$ cat config.mk
export PLATFORM = sky130hd
export DESIGN_NAME = tcacu_mod_unit
export DESIGN_NICKNAME = d
export VERILOG_FILES = /design/src/hw/rtl/assert_macros.svh /design/src/hw/rtl/tcacu_pkg.sv /design/src/hw/rtl/tcacu_mod_unit.sv
export SDC_FILE = /design/constraint.sdc
export NUM_CORES = 1
export LEC_CHECK = 0
export ABC_AREA = 1
export BUFFER_PORTS_ARGS = -buffer_cell sky130_fd_sc_hd__buf_2
export CAP_MARGIN = 20
export CORE_ASPECT_RATIO = 1.1
export CORE_MARGIN = 2
export CORE_UTILIZATION = 25
export DETAILED_ROUTE_END_ITERATION = 10
export GPL_TIMING_DRIVEN = 1
export HOLD_SLACK_MARGIN = 0.12
export PLACE_DENSITY = 0.42
export REMOVE_ABC_BUFFERS = 1
export SLEW_MARGIN = 20
export SYNTH_ARGS = -nofsm -noshare
export SYNTH_HDL_FRONTEND = slang
export SYNTH_SLANG_ARGS = --single-unit
$ cat constraint.sdc
create_clock -name clk -period 3.39 [get_ports clk]
set_clock_uncertainty 0.15 [all_clocks]
set_input_delay 0.1695 -clock clk [delete_from_list [all_inputs] [get_ports clk]]
set_output_delay 0.1695 -clock clk [all_outputs]
set_load 0.05 [all_outputs]
$ cat src/hw/rtl/assert_macros.svh
// Assertion macros used by the car update top level.
// Depends on a clock named clk and a reset named rst in the using module.
`ifndef ASSERT_MACROS_SVH
`define ASSERT_MACROS_SVH

// Check that cons holds in the same cycle as ante.
`define ASSERT_SAME(lbl, ante, cons) \
  lbl: assert property (@(posedge clk) disable iff (rst) (ante) |-> (cons)) \
    else $error("assertion failed");

// Check that cons holds in the cycle after ante.
`define ASSERT_NEXT(lbl, ante, cons) \
  lbl: assert property (@(posedge clk) disable iff (rst) (ante) |=> (cons)) \
    else $error("assertion failed");

`endif

$ cat src/hw/rtl/tcacu_pkg.sv
// Shared types and constants for the traffic car update block.
// No dependencies; imported by every module of the block but the car RAM.
package tcacu_pkg;

  localparam int CAR_SLOTS = 256;
  localparam int SLOT_BITS = $clog2(CAR_SLOTS);
  localparam int PROB_BITS = 16;
  localparam int DIV_BITS  = 17;
  localparam int CNT_BITS  = $clog2(DIV_BITS + 1);

  // configuration register indexes
  localparam logic [2:0] CFG_MODEL_OPTIONS  = 3'd0;
  localparam logic [2:0] CFG_TOP_SPEED      = 3'd1;
  localparam logic [2:0] CFG_FLOOR_SPEED    = 3'd2;
  localparam logic [2:0] CFG_SLOWDOWN_THR   = 3'd3;
  localparam logic [2:0] CFG_ACCEL_THR      = 3'd4;
  localparam logic [2:0] CFG_SLOW_START_THR = 3'd5;
  localparam logic [2:0] CFG_ROAD_LENGTH    = 3'd6;
  localparam logic [2:0] CFG_VEHICLE_LENGTH = 3'd7;

  // model_options bit positions
  localparam int OPT_SLOW_TO_STOP  = 0;
  localparam int OPT_TRUE_SLOWDOWN = 1;
  localparam int OPT_PERIODIC      = 2;

  localparam logic MODE_UPDATE = 1'b0;
  localparam logic MODE_ENTER  = 1'b1;

  typedef struct packed {
    logic [2:0]  model_options;
    logic [5:0]  top_speed;
    logic [5:0]  floor_speed;
    logic [15:0] slowdown_threshold;
    logic [15:0] accel_threshold;
    logic [15:0] slow_start_threshold;
    logic [15:0] road_length;
    logic [3:0]  vehicle_length;
  } cfg_t;

  typedef struct packed {
    logic              mode;
    logic [7:0]        car_slot;
    logic [15:0]       gap_cells;
    logic signed [7:0] ahead_speed;
    logic [15:0]       draw_one;
    logic [15:0]       draw_two;
  } cmd_t;

  typedef struct packed {
    logic [5:0]  speed_out;
    logic [15:0] position_out;
    logic        lap_done;
    logic        left_road;
    logic        start_pending;
  } res_t;

  // one table entry: speed, pending slow-start flag, position
  typedef struct packed {
    logic [5:0]  speed;
    logic        pending;
    logic [15:0] position;
  } car_rec_t;

  localparam int REC_BITS = $bits(car_rec_t);

endpackage

$ cat src/hw/rtl/tcacu_mod_unit.sv
// Iterative restoring remainder unit, one quotient bit per cycle.
// Depends on tcacu_pkg.
module tcacu_mod_unit (
  input  logic                          clk,
  input  logic                          rst,
  input  logic                          start,
  input  logic [tcacu_pkg::DIV_BITS-1:0] dividend,
  input  logic [tcacu_pkg::DIV_BITS-1:0] divisor,
  output logic                          done,
  output logic [tcacu_pkg::DIV_BITS-1:0] remainder
);
  import tcacu_pkg::*;

  logic                run;
  logic [CNT_BITS-1:0] cnt;
  logic [DIV_BITS-1:0] dvd, dsr;
  logic [DIV_BITS:0]   rem, trial;

  assign trial     = {rem[DIV_BITS-1:0], dvd[DIV_BITS-1]};
  assign remainder = rem[DIV_BITS-1:0];

  always_ff @(posedge clk) begin
    if (rst) begin
      run  <= 1'b0;
      done <= 1'b0;
    end else begin
      done <= 1'b0;
      if (start) begin
        run <= 1'b1;
      end else if (run && cnt == CNT_BITS'(DIV_BITS - 1)) begin
        run  <= 1'b0;
        done <= 1'b1;
      end
    end
  end

  always_ff @(posedge clk) begin
    if (start) begin
      rem <= '0;
      dvd <= dividend;
      dsr <= divisor;
      cnt <= '0;
    end else if (run) begin
      rem <= (trial >= {1'b0, dsr}) ? trial - {1'b0, dsr} : trial;
      dvd <= {dvd[DIV_BITS-2:0], 1'b0};
      cnt <= cnt + CNT_BITS'(1);
    end
  end

endmodule

==> impl_metrics.ini, run 1 <==
[routing]
drt_iter0_drc = 114
via_per_inst = 4.11
wirelength_um = 9210
antenna_left = 0
drc = 0
first_pass_iters = 4
num_vias = 3147
detail_route.wl_per_cell_um = 12.0

[cells_and_area]
final_common_cell = nand2_1
drive_gt1_share_pct = 18.0
nets = 629
stdcell_area_um2 = 4740
area_growth_pct = 32.0
num_antenna_cells = 0
final_cell_mix = 174 x nand2_1, 80 x inv_1, 54 x buf_2
fin_cells = 765

[logic_synthesis]
synth_warnings = 0
synth-seq-area-share_pct = 41.8
synthCells = 480
syn_area_per_cell_um2 = 7.49
synthFlopType = edfxtp_1
synthArstFlopShare_pct = 0
synth_top_area_share_pct = 28.4
ys_ff_latch = 58
netlist_area_um2 = 3590
synth_edf_count = 34
synth.area.top_cells = edfxtp_1 28%, nand2_1 18%, dfxtp_1 13%
yosys.area.top_type = edfxtp_1
post_synth_num_cell_types = 34

[timing]
rsz0062_at_grt = false
fmax_mhz = 411
holdWs_ns = 0.147
tightest_slew_ns = 0.959
finalCriticalPeriod_ns = 2.44
hold_viol = 0
fin_crit_sh_pct = 71.9
fin_setup_tns_ns = 0
slew_headroom_pct = 36.0
report.final.slew_viol_count = 0
finalSetupViolations = 0

[worst_setup_path]
crit_path_cell_trace = inv_1, ha_1, a21oi_1, nor2_1, nor2_4, nand2_2, nor2_4, nand2_8, nand2_2, nand3_1, o21ai_1
start_kind = flip-flop
crit_arrival_ns = 2.53
critPathKind = flip-flop to flip-flop
critPathMaxStageDelay_ns = 0.47
reg2reg_slack_ns = 0.95
r2r_end = rem[8]
worstReg2RegStart = dsr[15]
worstSetupEndpointType = flip-flop
worstSetupStartpoint = dsr[15]
required_ns = 3.49
crit_fanout = 19
crit_path_top_delay_cell = nor2_4
reg2regPathDepth = 11

[floorplan]
die_w_um = 118
die_y_um = 130
start_util_pct = 25.8
io_pins = 55
rows = 45
coreArea_um2 = 13900
dieArea_um2 = 15300

[cts]
root_buffer = clkbuf_16
ctsLongestPathBuffers = 2
cts_buffers = 9
clk_latency_ns = 0.33
clock-sinks = 58
cts.hold.buffers_added = 35
h-tree-depth = 3
clk_pin_slew_worst_paths_ns = 0.05
cts_setup_buffers = 0
ctsResizeCount = 0
cts_tree = yes

[placement]
dp_hpwl_um = 6640
place_area_um2 = 4050
numPortBuffers = 54
place.gp.congestion = 0.786
place_inst = 714

[hold_path]
holdPathStages = 1
min_to = dsr[6]
holdCritPathClass = primary input to flip-flop
min_from = start

[power]
p_per_area_nw_per_um2 = 445
vdd_drop_max_v = 0.000230
p_leak_nw = 2.42

[global_route]
grtUsageTotal_pct = 13.2
grt_remaining_overflow = 0
grt_max_degree = 26
first_global_vias = 3229
grt_pass1_wl_um = 15600
antenna_found_initial = 0

[status]
status = finished, final reports clean

[run]
drv_cap = 0
critical path: cells and delay by family (launching register included):
family | cells | cell delay, ns
AO/OA/AOI/OAI | 2 | 0.35
adder cells (fa/ha/maj) | 1 | 0.32
buffers and inverters | 1 | 0.04
flip-flops | 1 | 0.32
AND/OR/NAND/NOR | 7 | 1.15
metal layers:
| metal | vias to the layer above | routed length (um) | GRT usage, % | part of all wire, % |
|---|---|---|---|---|
| li1 | 1692 | - | - | - |
| met4 | 0 | 175 | 5.60 | 1.9 |
| met1 | 1386 | 4380 | 16.3 | 48 |
| met3 | 12 | 406 | 3.45 | 4.4 |
| met2 | 57 | 4250 | 21.9 | 46 |
| met5 | - | 0 | 0 | 0 |
flip-flops by register name, summed over array words and instances, names as in the netlist:
signal / count
dvd: 17
dsr: 17
rem: 17
done: 1
run: 1
cnt: 5
worst max path at each step:
stage	cells after the start	slack, ns	end
after global routing	11	0.65	rem[6]
after floorplan	12	1.09	rem[2]
after CTS	2	0.77	dvd[9]
final	11	0.95	rem[8]
after global placement	3	0.72	dvd[9]
after detailed placement	3	0.67	dvd[9]
cell usage after synthesis, types with 3 or more instances:
master	number
nand4_1	3
edfxtp_1	34
nor2_1	21
nand3b_1	5
nand2_2	8
nor3_1	3
ha_1	19
o21ai_0	8
dfxtp_1	24
a21oi_1	12
o21ai_1	6
nand2_1	174
inv_1	80
nand3_2	9
nor2_4	3
nand3_1	35
xnor2_1	6
clkbuf_1	4
inv_2	7
power by group:
group          total (W)  internal, W  leakage (nW)  switching [W]
sequential      0.000809     0.000795         0.535      0.0000144
clock            0.00107     0.000739         0.167       0.000327
combinational   0.000235    0.0000967          1.72       0.000138
final cells by class:
cell class	instances	area (um^2)
fillers	1519	9160
clock buffers	12	246
clock inverters	4	98.8
well taps	188	235
inverters	88	330
repair buffers	90	628
multi-input cells	325	1700
flip-flops and latches	58	1500
stage by stage:
step	setup slack [ns]	total power (W)	util, %
2_1_floorplan	1.09	0.000956	-
3_3_place_gp	0.722	0.00103	29.1
3_5_place_dp	0.670	0.00103	29.1
4_1_cts	0.774	0.00215	34.1
5_1_grt	0.654	0.00220	34.1
6_report	0.954	0.00211	34.1
kinds of logic after synthesis:
| family | Yosys count | share of synthesized area (%) |
|---|---|---|
| AND/OR/NAND/NOR | 271 | 34.7 |
| buffers and inverters | 97 | 10.9 |
| flip-flops | 58 | 41.8 |
| AO/OA/AOI/OAI | 27 | 3.80 |
| adder cells (fa/ha/maj) | 20 | 7.17 |
| XOR/XNOR | 7 | 1.71 |
Note: power is estimated with default switching activity, not from simulation.
==> run 2: changes to the inputs <==
==> constraint.sdc (replaced) <==
create_clock -name clk -period 2.5 [get_ports clk]
set_clock_uncertainty 0.15 [all_clocks]
set_input_delay 0.125 -clock clk [delete_from_list [all_inputs] [get_ports clk]]
set_output_delay 0.125 -clock clk [all_outputs]
set_load 0.05 [all_outputs]
==> run 2 against run 1 <==
- sequential share of layout area is 0.43 points lower
- cell area grew 1.4%
- cell count grew 1.0%
- sequential cell count unchanged
- largest power group unchanged
- non-clock buffer count grew 8
- clock power increased by 32%
- first-iteration DRC count decreased by 19%
- critical endpoint is now rem[10]
- largest cell class unchanged
- combinational power increased by 41%
- utilization up 0.47 points
- critical path depth down 1
- count of clock-buffer cells in the layout down 1
==> impl_metrics.ini, run 2 (synthesis gave the netlist of run 1 again) <==
[cells_and_area]
final_common_cell = nand2_1
drive_gt1_share_pct = 18.6
num_antenna_cells = 0
fillCellCount = 1494
area_growth_pct = 33.8
nets = 637
largestRegisters = dsr (17), dvd (17), rem (17)
stdcell_area_um2 = 4810
final_cell_mix = 174 x nand2_1, 80 x inv_1, 54 x buf_2

[placement]
numPortBuffers = 54
place.gp.congestion = 0.826
place_area_um2 = 4100
dp_hpwl_um = 6910

[worst_setup_path]
crit_path_top_delay_cell = ha_1
start_kind = flip-flop
critPathMaxStageDelay_ns = 0.35
worstReg2RegStart = rem[14]
crit_arrival_ns = 2.31
r2r_end = rem[10]
reg2reg_slack_ns = 0.25
critPathKind = flip-flop to flip-flop
required_ns = 2.56
worstSetupEndpointType = flip-flop
critPathBufInv = 1
crit_path_cell_trace = ha_1, a21oi_1, nor2_1, nor2_4, nand2_2, nor2_4, buf_4, nand3_1, nand3_1, o21ai_1
reg2regPathDepth = 10
crit_fanout = 9
critPathTopFamily = simple AND/OR/NAND/NOR gates

[global_route]
antenna_found_initial = 0
first_global_vias = 3264
grt_max_degree = 29
grtUsageTotal_pct = 13.1
grt_remaining_overflow = 0
grt_pass1_wl_um = 15600

[timing]
slew_headroom_pct = 66.3
tightest_slew_ns = 0.503
finalSetupViolations = 0
fin_crit_sh_pct = 90.2
rsz0062_at_grt = false
fmax_mhz = 443
report.final.slew_viol_count = 0
finalCriticalPeriod_ns = 2.25
hold_viol = 0
holdWs_ns = 0.305
fin_setup_tns_ns = 0

[power]
p_int_w = 0.00219
p_sw_w = 0.000650
clkPwrFrac_pct = 49.7
combPwrFrac_pct = 11.7
finalPower_w = 0.00284
swShare_pct = 22.9
p_per_area_nw_per_um2 = 591
p_leak_nw = 2.46
power_frac_seq_pct = 38.7
vdd_drop_max_v = 0.000334

[status]
status = finished, final reports clean

[cts]
cts_buffers = 9
h-tree-depth = 3
clk_latency_ns = 0.34
root_buffer = clkbuf_16
clock-sinks = 58
clk_pin_slew_worst_paths_ns = 0.05
cts_tree = yes
ctsLongestPathBuffers = 2

[floorplan]
coreArea_um2 = 13900
rows = 45
die_w_um = 118
start_util_pct = 25.8
dieArea_um2 = 15300
io_pins = 55
die_y_um = 130

[hold_path]
min_from = cnt[4]
min_to = cnt[4]
holdPathStages = 1
holdCritPathClass = flip-flop to flip-flop

[routing]
drt_iter0_drc = 92
num_vias = 3218
detail_route.wl_per_cell_um = 12.0
drc = 0
via_per_inst = 4.16
first_pass_iters = 6
antenna_left = 0
wirelength_um = 9300

[run]
drv_cap = 0
-- run 2: metrics by stage --
step                setup slack (ns)  cells  util (%)
finish                         0.245    773      34.6
global route                  0.0478    773      34.6
floorplan                      0.205    471         -
CTS                            0.199    773      34.6
detailed placement             0.198    720      29.5
global placement               0.237    720      29.5
-- run 2: power groups by stage --
stage               logic, W  registers [W]  clock network (W)
floorplan           0.000179        0.00112                  0
finish              0.000332        0.00110            0.00141
CTS                 0.000338        0.00110            0.00145
global route        0.000379        0.00110            0.00148
detailed placement  0.000295        0.00112                  0
global placement    0.000295        0.00112                  0
-- run 2: worst max-delay path by stage --
stage	cells past startpoint	endpoint	startpoint	slack [ns]
4_1_cts	10	rem[10]	rem[14]	0.20
3_3_place_gp	10	rem[10]	rem[14]	0.24
2_1_floorplan	12	rem[2]	rem[13]	0.20
5_1_grt	11	rem[10]	dsr[15]	0.05
6_report	10	rem[10]	rem[14]	0.25
3_5_place_dp	10	rem[10]	rem[14]	0.20
-- run 2: cell type report --
type / instances / area [um^2] / area share [%]
sequential: 58 / 1500 / 31.2
tap: 188 / 235 / 4.89
clock inverter: 5 / 103 / 2.13
inverter: 88 / 330 / 6.87
multi-input combinational: 325 / 1700 / 35.4
clock buffer: 11 / 233 / 4.84
timing repair buffer: 98 / 706 / 14.7
-- run 2: worst reg2reg max path, delay by kind of cell, from the launching register on --
kind / cells / cell delay [ns]
AOI/OAI and AO/OA: 2 / 0.30
adders and majority gates: 1 / 0.35
buffers and inverters: 1 / 0.25
DFF: 1 / 0.33
and+or+nand+nor: 6 / 0.74
-- run 2: repair_timing --
| action | CTS | global route |
|---|---|---|
| setup buffers | 0 | 0 |
| endpoints found under the hold margin | 42 | 0 |
| hold buffers | 37 | 0 |
| resized for setup | 0 | 0 |
-- run 2: layer usage --
metal,vias up,GRT usage (%),wire length [um]
met5,-,0,0
met4,0,6.17,193
met3,11,3.32,362
met2,55,23.5,4530
met1,1449,14.8,4210
li1,1703,-,-
