==> config.mk <==
export PLATFORM = sky130hd
export DESIGN_NAME = tcacu_speed_rule
export DESIGN_NICKNAME = d
export VERILOG_FILES = /design/src/hw/rtl/assert_macros.svh /design/src/hw/rtl/tcacu_pkg.sv /design/src/hw/rtl/tcacu_speed_rule.sv
export SDC_FILE = /design/constraint.sdc
export NUM_CORES = 1
export LEC_CHECK = 0
export BUFFER_PORTS_ARGS = -buffer_cell sky130_fd_sc_hd__buf_4
export CORE_UTILIZATION = 30
export DETAILED_ROUTE_END_ITERATION = 8
export GPL_ROUTABILITY_DRIVEN = 0
export SLEW_MARGIN = 10
export SYNTH_ARGS = -nofsm -noshare
export SYNTH_HDL_FRONTEND = slang
export SYNTH_SLANG_ARGS = --single-unit
==> constraint.sdc <==
create_clock -name vclk -period 9.6
set_clock_uncertainty 0.1 [all_clocks]
set_input_delay 0 -clock vclk [all_inputs]
set_output_delay 0 -clock vclk [all_outputs]
set_load 0.01 [all_outputs]
==> src/hw/rtl/assert_macros.svh <==
// Assertion macros used by the car update top level.
// Depends on a clock named clk and a reset named rst in the using module.
`ifndef ASSERT_MACROS_SVH
`define ASSERT_MACROS_SVH

// Check that cons holds in the same cycle as ante.
`define ASSERT_SAME(lbl, ante, cons) \
  lbl: assert property (@(posedge clk) disable iff (rst) (ante) |-> (cons)) \
    else $error("assertion failed");

// Check that cons holds in the cycle after ante.
`define ASSERT_NEXT(lbl, ante, cons) \
  lbl: assert property (@(posedge clk) disable iff (rst) (ante) |=> (cons)) \
    else $error("assertion failed");

`endif

==> src/hw/rtl/tcacu_pkg.sv <==
// Shared types and constants for the traffic car update block.
// No dependencies; imported by every module of the block but the car RAM.
package tcacu_pkg;

  localparam int CAR_SLOTS = 256;
  localparam int SLOT_BITS = $clog2(CAR_SLOTS);
  localparam int PROB_BITS = 16;
  localparam int DIV_BITS  = 17;
  localparam int CNT_BITS  = $clog2(DIV_BITS + 1);

  // configuration register indexes
  localparam logic [2:0] CFG_MODEL_OPTIONS  = 3'd0;
  localparam logic [2:0] CFG_TOP_SPEED      = 3'd1;
  localparam logic [2:0] CFG_FLOOR_SPEED    = 3'd2;
  localparam logic [2:0] CFG_SLOWDOWN_THR   = 3'd3;
  localparam logic [2:0] CFG_ACCEL_THR      = 3'd4;
  localparam logic [2:0] CFG_SLOW_START_THR = 3'd5;
  localparam logic [2:0] CFG_ROAD_LENGTH    = 3'd6;
  localparam logic [2:0] CFG_VEHICLE_LENGTH = 3'd7;

  // model_options bit positions
  localparam int OPT_SLOW_TO_STOP  = 0;
  localparam int OPT_TRUE_SLOWDOWN = 1;
  localparam int OPT_PERIODIC      = 2;

  localparam logic MODE_UPDATE = 1'b0;
  localparam logic MODE_ENTER  = 1'b1;

  typedef struct packed {
    logic [2:0]  model_options;
    logic [5:0]  top_speed;
    logic [5:0]  floor_speed;
    logic [15:0] slowdown_threshold;
    logic [15:0] accel_threshold;
    logic [15:0] slow_start_threshold;
    logic [15:0] road_length;
    logic [3:0]  vehicle_length;
  } cfg_t;

  typedef struct packed {
    logic              mode;
    logic [7:0]        car_slot;
    logic [15:0]       gap_cells;
    logic signed [7:0] ahead_speed;
    logic [15:0]       draw_one;
    logic [15:0]       draw_two;
  } cmd_t;

  typedef struct packed {
    logic [5:0]  speed_out;
    logic [15:0] position_out;
    logic        lap_done;
    logic        left_road;
    logic        start_pending;
  } res_t;

  // one table entry: speed, pending slow-start flag, position
  typedef struct packed {
    logic [5:0]  speed;
    logic        pending;
    logic [15:0] position;
  } car_rec_t;

  localparam int REC_BITS = $bits(car_rec_t);

endpackage

==> src/hw/rtl/tcacu_speed_rule.sv <==
// Speed update for one car: basic rule or slow-to-stop rule.
// Depends on tcacu_pkg.
module tcacu_speed_rule (
  input  tcacu_pkg::cfg_t     cfg,
  input  tcacu_pkg::cmd_t     item,
  input  tcacu_pkg::car_rec_t cur,
  output logic [5:0]          new_speed,
  output logic                new_pending
);
  import tcacu_pkg::*;

  logic signed [17:0] v, g, vn, va, top_s, flr;
  logic hit_acc, hit_ss, hit_sd, acc, modified;

  always_comb begin
    hit_acc  = item.draw_one[PROB_BITS-1:0] <= cfg.accel_threshold[PROB_BITS-1:0];
    hit_ss   = item.draw_one[PROB_BITS-1:0] <= cfg.slow_start_threshold[PROB_BITS-1:0];
    hit_sd   = item.draw_two[PROB_BITS-1:0] <= cfg.slowdown_threshold[PROB_BITS-1:0];
    v        = $signed({12'd0, cur.speed});
    g        = $signed({2'd0, item.gap_cells});
    vn       = $signed({{10{item.ahead_speed[7]}}, item.ahead_speed});
    top_s    = $signed({12'd0, cfg.top_speed});
    flr      = $signed({12'd0, cfg.floor_speed});
    va       = v;
    acc      = 1'b0;
    modified = 1'b0;
    new_pending = cur.pending;

    if (!cfg.model_options[OPT_SLOW_TO_STOP]) begin
      if (hit_acc && v < top_s && g > v) begin
        va  = v + 18'sd1;
        acc = 1'b1;
      end
      if (va > g) begin
        va = g;
      end
      if (hit_sd && va > flr) begin
        va = va - 18'sd1;
        if (cfg.model_options[OPT_TRUE_SLOWDOWN] && acc && va > 18'sd0) begin
          va = va - 18'sd1;
        end
      end
    end else if (cur.pending) begin
      // held start: crawl at speed one and drop the flag
      new_pending = 1'b0;
      va          = 18'sd1;
    end else if (v == 18'sd0 && g > 18'sd1 && hit_ss) begin
      new_pending = 1'b1;
    end else begin
      // braking to the gap
      if (g <= v) begin
        if (v < vn || v <= 18'sd2) begin
          va = g - 18'sd1;
        end else begin
          va = (g - 18'sd1 < v - 18'sd1) ? g - 18'sd1 : v - 18'sd1;
        end
        if (va < 18'sd0) begin
          va = 18'sd0;
        end
        modified = 1'b1;
      end
      // braking bands against the car ahead
      if (va < g && g <= (va <<< 1)) begin
        if (va >= vn + 18'sd4) begin
          va       = va - 18'sd2;
          modified = 1'b1;
        end else if (vn + 18'sd2 <= va && va <= vn + 18'sd3) begin
          va       = va - 18'sd1;
          modified = 1'b1;
        end
        if (va < 18'sd0) begin
          va = 18'sd0;
        end
      end
      if (!modified && va < top_s && g > va) begin
        va = va + 18'sd1;
      end
      if (hit_sd && va > 18'sd0) begin
        va = va - 18'sd1;
      end
    end
    new_speed = va[5:0];
  end

endmodule

==> impl_metrics.toml, run 1 <==
[setup_path]
worstSetupPathType = "primary input to output pin"
critPathMaxStageDelay_ps = 400
crit_arrival_ps = 9080
crit_fanout = 9
critPathSlowestCell = "nor4b_4"
cp_common_cell = "buf_4"
endpoint_kind = "output pin"
worstSetupStartpointType = "primary input"
required_ps = 9500

[sta]
setup_viol = 0
fmax_mhz = 109
slew_headroom_pct = 19.6
finalSetupTns_ps = 0
slew_violations = 0
rsz0062_at_grt = "yes"
max_slew.worst_pin.slew_ps = 1190
layout_worst_path_cycle_share_pct = 95.7
timing.final.crit_period_ps = 9180
hold_viol = 0

[layout]
final_common_cell = "buf_4"
drive_above_1_share_pct = 23.7
ff_latch_area_um2 = 0
layout.cells.non_filler = 1550
flops_and_latches = 0
clkbuf_count = 0
final_util_pct = 39.7
nNetsFinal = 1612
synthToLayoutAreaGrowth_pct = 28.7
n_antenna_cell = 0
layout_common_cells = "buf_4 (216), ha_1 (212), inv_1 (145)"

[synthesis]
yosysWarnings = 0
synthCells = 1033
syn-num-nets = 1417
synthesis.area_um2 = 7540
seq_area_frac_synth_pct = 0
yosysUniqueCellTypes = 93
syn_area_per_cell_um2 = 7.30

[grt]
overflow = 0
antenna_found_initial = 0
track_usage_pct = 18.7
grt_pass1_wl_um = 39700
grt_pass1_vias = 7969
grt_max_degree = 15

[drt]
wire_per_inst_um = 16.0
drt_drc_violations_left = 0
first_pass_iters = 5
vias = 8197
wl_um = 24900
drtIter0Drc = 428
detail_route.vias_per_cell = 5.29
ant_nets = 0

[outcome]
status = "complete, no violations"

[placed_design]
dp_cells = 1542
port_buffers = 132
hpwl_um = 21400

[floorplan]
die_x_um = 161
die_y_um = 161
initial_utilization_pct = 30.8
fp.coreArea_um2 = 24500
ioPinCount = 178
rows = 57
die-area_um2 = 25800

[pwr]
leakagePower_uw = 0.00483
power_density_nw_per_um2 = 47.5
peakVddDrop_mv = 0.0207

[flow_run]
maxCapViolations = 0

[worst_hold_path]
hp-class = "primary input to output pin"
holdPathStages = 3

[clocking]
cts_hold_buf = 0
[stage by stage]
step / hold slack, ps / setup slack (ps) / instance area (µm²) / total power [µW]
floorplan: 104 / 550 / 7540 / 276
global placement: 273 / -68.9 / 9390 / 435
detailed placement: 271 / -224 / 9390 / 441
CTS: 273 / 39.2 / 9420 / 445
global route: 302 / -70.9 / 9700 / 515
finish: 269 / 415 / 9700 / 461
[worst max-delay path: cells and delay by family]
kind / cells / cell delay (ps)
xor+xnor: 1 / 170
fa+ha+maj: 4 / 960
simple gates: 24 / 4220
buf+inv: 8 / 1020
compound gates: 13 / 2700
[logic make-up (layout without fill, tap and decap cells)]
| kind of cell | Yosys count | count (layout) | synth area share (%) |
|---|---|---|---|
| and+or+nand+nor | 310 | 310 | 22.5 |
| muxes | 10 | 10 | 1.41 |
| adders and majority gates | 213 | 213 | 35.3 |
| AOI/OAI and AO/OA | 288 | 288 | 27.0 |
| xor gates and xnor gates | 42 | 42 | 4.88 |
| buffers and inverters | 170 | 363 | 8.89 |
[cells in the mapped netlist, types with 5 or more instances]
| cell type | number | area, µm² |
|---|---|---|
| ha_1 | 213 | 2670 |
| inv_1 | 145 | 544 |
| a21oi_1 | 63 | 315 |
| nand2_1 | 60 | 225 |
| nor2_1 | 57 | 214 |
| o21ai_0 | 48 | 240 |
| nand3_1 | 42 | 210 |
| xnor2_1 | 37 | 324 |
| nand4_1 | 34 | 213 |
| a21o_1 | 27 | 203 |
| o21a_1 | 25 | 188 |
| nor3_1 | 19 | 95.1 |
| nor2b_1 | 17 | 106 |
| nand2b_1 | 15 | 93.8 |
| o211ai_1 | 14 | 105 |
| clkbuf_1 | 12 | 45.0 |
| and2_1 | 10 | 62.6 |
| nor4_1 | 10 | 62.6 |
| a31oi_1 | 8 | 50.1 |
| and3_1 | 8 | 50.1 |
| buf_2 | 8 | 40.0 |
| o21ai_1 | 8 | 40.0 |
| a211oi_1 | 6 | 45.0 |
| nor3_2 | 6 | 60.1 |
| o22ai_1 | 6 | 37.5 |
| a211o_1 | 5 | 43.8 |
| a221oi_1 | 5 | 43.8 |
| and4_1 | 5 | 43.8 |
| mux2i_1 | 5 | 50.1 |
| o2111ai_1 | 5 | 43.8 |
| o221ai_1 | 5 | 43.8 |
| xor2_1 | 5 | 43.8 |
[cell type report]
cell class	instances	area, µm²
fillers	2551	14800
multi-input cells	863	7120
repair buffers	217	1630
inverters	146	548
well taps	324	405
[routing by layer]
layer,vias up,wire (µm),track usage (%)
li1,4211,-,-
met4,0,593,3.81
met3,34,1420,1.89
met1,3720,11300,24.3
met2,232,11600,33.3
met5,-,0,0
[path summary, 6_finish.rpt]
| path | slack, ps | end | start |
|---|---|---|---|
| worst max-delay path | 420 | new_speed[5] | item[43] |
| worst min-delay path | 270 | new_speed[5] | cfg[80] |
[power breakdown]
part / leakage (µW) / switching [µW] / total [µW] / internal [µW]
logic: 0.00483 / 248 / 461 / 213
clock network: 0 / 0 / 0 / 0
registers: 0 / 0 / 0 / 0
[what timing repair did]
action	CTS	global route
resized for setup	4	43
buffers inserted	0	8
cloned	0	0
endpoints found under the setup margin	6	6
pin swaps	0	25
(Power assumes the default switching activity.)
==> run 2, diff against run 1 <==
--- a/config.mk
+++ b/config.mk
@@ -6,9 +6,10 @@
 export NUM_CORES = 1
 export LEC_CHECK = 0
 export BUFFER_PORTS_ARGS = -buffer_cell sky130_fd_sc_hd__buf_4
-export CORE_UTILIZATION = 30
+export CORE_UTILIZATION = 58
 export DETAILED_ROUTE_END_ITERATION = 8
 export GPL_ROUTABILITY_DRIVEN = 0
+export PLACE_DENSITY = 0.85
 export SLEW_MARGIN = 10
 export SYNTH_ARGS = -nofsm -noshare
 export SYNTH_HDL_FRONTEND = slang
==> impl_metrics.toml, run 2 (same netlist as run 1, synthesis figures left out) <==
[outcome]
status = "complete, no violations"

[sta]
hold_viol = 0
finalSetupTns_ps = 0
slew_headroom_pct = 45.8
setup_ws_ps = 344
setup_viol = 0
slew_violations = 0
holdWs_ps = 259
timing.final.crit_period_ps = 9260
fmax_mhz = 108
layout_worst_path_cycle_share_pct = 96.4
max_slew.worst_pin.slew_ps = 808

[floorplan]
rows = 41
initial_utilization_pct = 59.5
die_y_um = 116
fp.coreArea_um2 = 12700
die-area_um2 = 13500
die_x_um = 116
ioPinCount = 178

[pwr]
total_power_uw = 455
peakVddDrop_mv = 0.0439
power_density_nw_per_um2 = 49.0
leakagePower_uw = 0.00470

[worst_hold_path]
min-delay-start = "cfg[80]"
hold_end = "new_speed[5]"
hp-class = "primary input to output pin"
holdPathStages = 3

[drt]
ant_nets = 0
vias = 8561
drtIter0Drc = 732
wl_um = 23800
detail_route.vias_per_cell = 6.25
first_pass_iters = 6
drt_drc_violations_left = 0
wire_per_inst_um = 17.4

[placed_design]
hpwl_um = 19500
port_buffers = 132
preCtsSetupSlack_ps = 49.2
dp_cells = 1354

[grt]
use_met2_pct = 56.9
grt.busiest_layer = "met2"
grt_max_degree = 15
grt_pass1_wl_um = 37300
grt_pass1_vias = 8121
track_usage_pct = 34.2
overflow = 0
grtUsageMet3_pct = 5.02
use_met1_pct = 43.6
antenna_found_initial = 0

[layout]
fillers = 984
drive_above_1_share_pct = 22.4
flops_and_latches = 0
n_antenna_cell = 0
layout_common_cells = "ha_1 (213), buf_4 (187), inv_1 (143)"
ff_latch_area_um2 = 0
nNetsFinal = 1583
layout.cells.non_filler = 1369
multi_input_area_um2 = 7110
clkbuf_count = 0
synthToLayoutAreaGrowth_pct = 23.2
final_common_cell = "ha_1"

[setup_path]
critPathSlowestCell = "a2111o_1"
path_delay_family = "compound AO/OA/AOI/OAI gates"
crit_fanout = 12
crit_arrival_ps = 9160
worstSetupPathType = "primary input to output pin"
endpoint_kind = "output pin"
critPathMaxStageDelay_ps = 420
required_ps = 9500
worst-path-buf-inv = 8
cp_common_cell = "buf_4"
worstSetupStartpointType = "primary input"

[clocking]
cts_hold_buf = 0

[flow_run]
maxCapViolations = 0
-- run 2: area by class of cell --
type / count / area share (%)
Multi-Input combinational cell: 863 / 76.5
Timing Repair Buffer: 188 / 15.2
Inverter: 146 / 5.94
Tap cell: 172 / 2.32
-- run 2: through the flow --
stage / utilization, % / area [µm²]
after floorplan: - / 7540
after global placement: 70.5 / 8930
after detailed placement: 70.5 / 8930
after CTS: 70.5 / 8930
after global routing: 73.3 / 9290
final: 73.3 / 9290
-- run 2: report_power, final --
group	internal, µW	leakage (µW)	total, µW	switching, µW
clock network	0	0	0	0
registers	0	0	0	0
logic	203	0.00470	455	252
total	203	0.00470	455	252
-- run 2: layer usage --
metal  vias to the layer above  share of wire, %
met5                         -                 0
met4                         0               4.7
li1                       4155                 -
met3                       114               8.3
met2                       398                46
met1                      3894                41
-- run 2: tightest hold or removal path: cells and delay by family --
kind            cells  cell delay, ps
buf+inv             2             280
compound gates      1              80
-- run 2: repair_timing --
item	in CTS	in global routing
buffers inserted	0	15
resized for setup	0	55
endpoints found under the setup margin	0	6
-- run 2: worst max-delay path by stage --
stage                         to     start  slack [ps]  cells after the start
floorplan           new_speed[5]  item[40]         550                     52
global placement    new_speed[5]   cur[21]         210                     43
detailed placement  new_speed[5]   cur[21]          50                     46
CTS                 new_speed[5]   cur[21]          10                     46
global route        new_speed[2]  item[43]        -290                     48
finish              new_speed[5]  item[43]         340                     47
==> run 3, diff against run 2 <==
==> constraint.sdc (replaced) <==
create_clock -name vclk -period 10.1
set_clock_uncertainty 0.1 [all_clocks]
set_input_delay 0 -clock vclk [all_inputs]
set_output_delay 0 -clock vclk [all_outputs]
set_load 0.01 [all_outputs]
==> impl_metrics.toml, run 3 (same netlist as run 1, synthesis figures left out) <==
[floorplan]
fp.coreArea_um2 = 12700
die-area_um2 = 13500
ioPinCount = 178
die_y_um = 116
rows = 41
initial_utilization_pct = 59.5
die_x_um = 116

[placed_design]
dp_cells = 1335
preCtsSetupSlack_ps = 248
port_buffers = 132
hpwl_um = 18900

[setup_path]
crit_path_end = "new_speed[0]"
required_ps = 10000
worstSetupPathType = "primary input to output pin"
worstSetupStartpointType = "primary input"
path_depth = 46
crit_arrival_ps = 9500
endpoint_kind = "output pin"
crit_fanout = 10
critPathSlowestCell = "a2111oi_0"
path_delay_family = "compound AO/OA/AOI/OAI gates"
critPathMaxStageDelay_ps = 440
cp-startpoint = "item[42]"
worst-path-buf-inv = 6

[grt]
use_met1_pct = 42.4
track_usage_pct = 33.3
overflow = 0
use_met2_pct = 55.4
grtUsageMet3_pct = 6.17
grt_pass1_wl_um = 36200
grt_max_degree = 16
grt_pass1_vias = 7789
antenna_found_initial = 0
grt.busiest_layer = "met2"

[worst_hold_path]
hp-class = "primary input to output pin"

[outcome]
status = "complete, no violations"

[pwr]
switching_share_pct = 55.9
peakVddDrop_mv = 0.0440
power.switching_uw = 227
intPower_uw = 179
power_frac_clock_pct = 0
combPwrFrac_pct = 100.0
pwr-share-seq_pct = 0
power_density_nw_per_um2 = 45.7
leakagePower_uw = 0.00450

[flow_run]
maxCapViolations = 0

[drt]
drtIter0Drc = 709
first_pass_iters = 5
detail_route.vias_per_cell = 6.22
ant_nets = 0
drt_drc_violations_left = 0
wire_per_inst_um = 16.7
vias = 8314
wl_um = 22400

[sta]
setup_viol = 0
slew_headroom_pct = 44.3
hold_viol = 0
timing.final.crit_period_ps = 9600
layout_worst_path_cycle_share_pct = 95.1
fmax_mhz = 104
slew_violations = 0
max_slew.worst_pin.slew_ps = 835
setup_ws_ps = 497

[layout]
drive_above_1_share_pct = 18.3
final_util_pct = 70.1
synthToLayoutAreaGrowth_pct = 17.9
n_antenna_cell = 0
final_common_cell = "ha_1"
nNetsFinal = 1551
clkbuf_count = 0
ff_latch_area_um2 = 0
fillers = 1079
layout_common_cells = "ha_1 (213), buf_4 (156), inv_1 (145)"
layout.cells.non_filler = 1337
flops_and_latches = 0
## run 3: metrics by stage
step                      hold WS [ps]  setup TNS (ps)  total power [µW]  instance area, µm²
final                              265               0               406                8890
after global routing               277            -132               452                8890
after CTS                          257               0               393                8790
after floorplan                    104               0               262                7540
after global placement             261               0               379                8790
after detailed placement           254               0               390                8790
## run 3: tightest hold or removal path, stage by stage
cell and delay (ps):
buf_4 140, o32ai_1 80, buf_4 150
## run 3: layer usage
layer / wire (µm) / vias to the layer above
met4: 923 / 0
li1: - / 4084
met5: 0 / -
met3: 1930 / 79
met2: 10000 / 393
met1: 9490 / 3758
## run 3: layout make-up
cell class | count | area (µm²) | share of cell area, %
timing repair buffer | 156 | 1170 | 13.2
multi-input combinational | 863 | 6950 | 78.2
inverter | 146 | 548 | 6.17
tap | 172 | 215 | 2.42
## run 3: worst min-delay path by stage
stage	start	endpoint	slack, ps	cells after the start
after global placement	cfg[80]	new_speed[5]	260	3
after CTS	cfg[80]	new_speed[5]	260	3
after floorplan	cur[16]	new_pending	100	2
final	cfg[80]	new_speed[5]	270	3
after detailed placement	cfg[80]	new_speed[5]	250	3
after global routing	cfg[80]	new_speed[5]	280	3
## run 3: what timing repair did
action | in CTS | in global routing
buffers inserted | 0 | 2
gates resized for setup | 0 | 19
setup endpoints to repair | 0 | 6
hold buffers | 0 | 0
## run 3: power groups by stage
stage / logic (µW) / clock network (µW) / registers, µW
6_report: 406 / 0 / 0
2_1_floorplan: 262 / 0 / 0
3_3_place_gp: 379 / 0 / 0
3_5_place_dp: 390 / 0 / 0
5_1_grt: 452 / 0 / 0
4_1_cts: 393 / 0 / 0
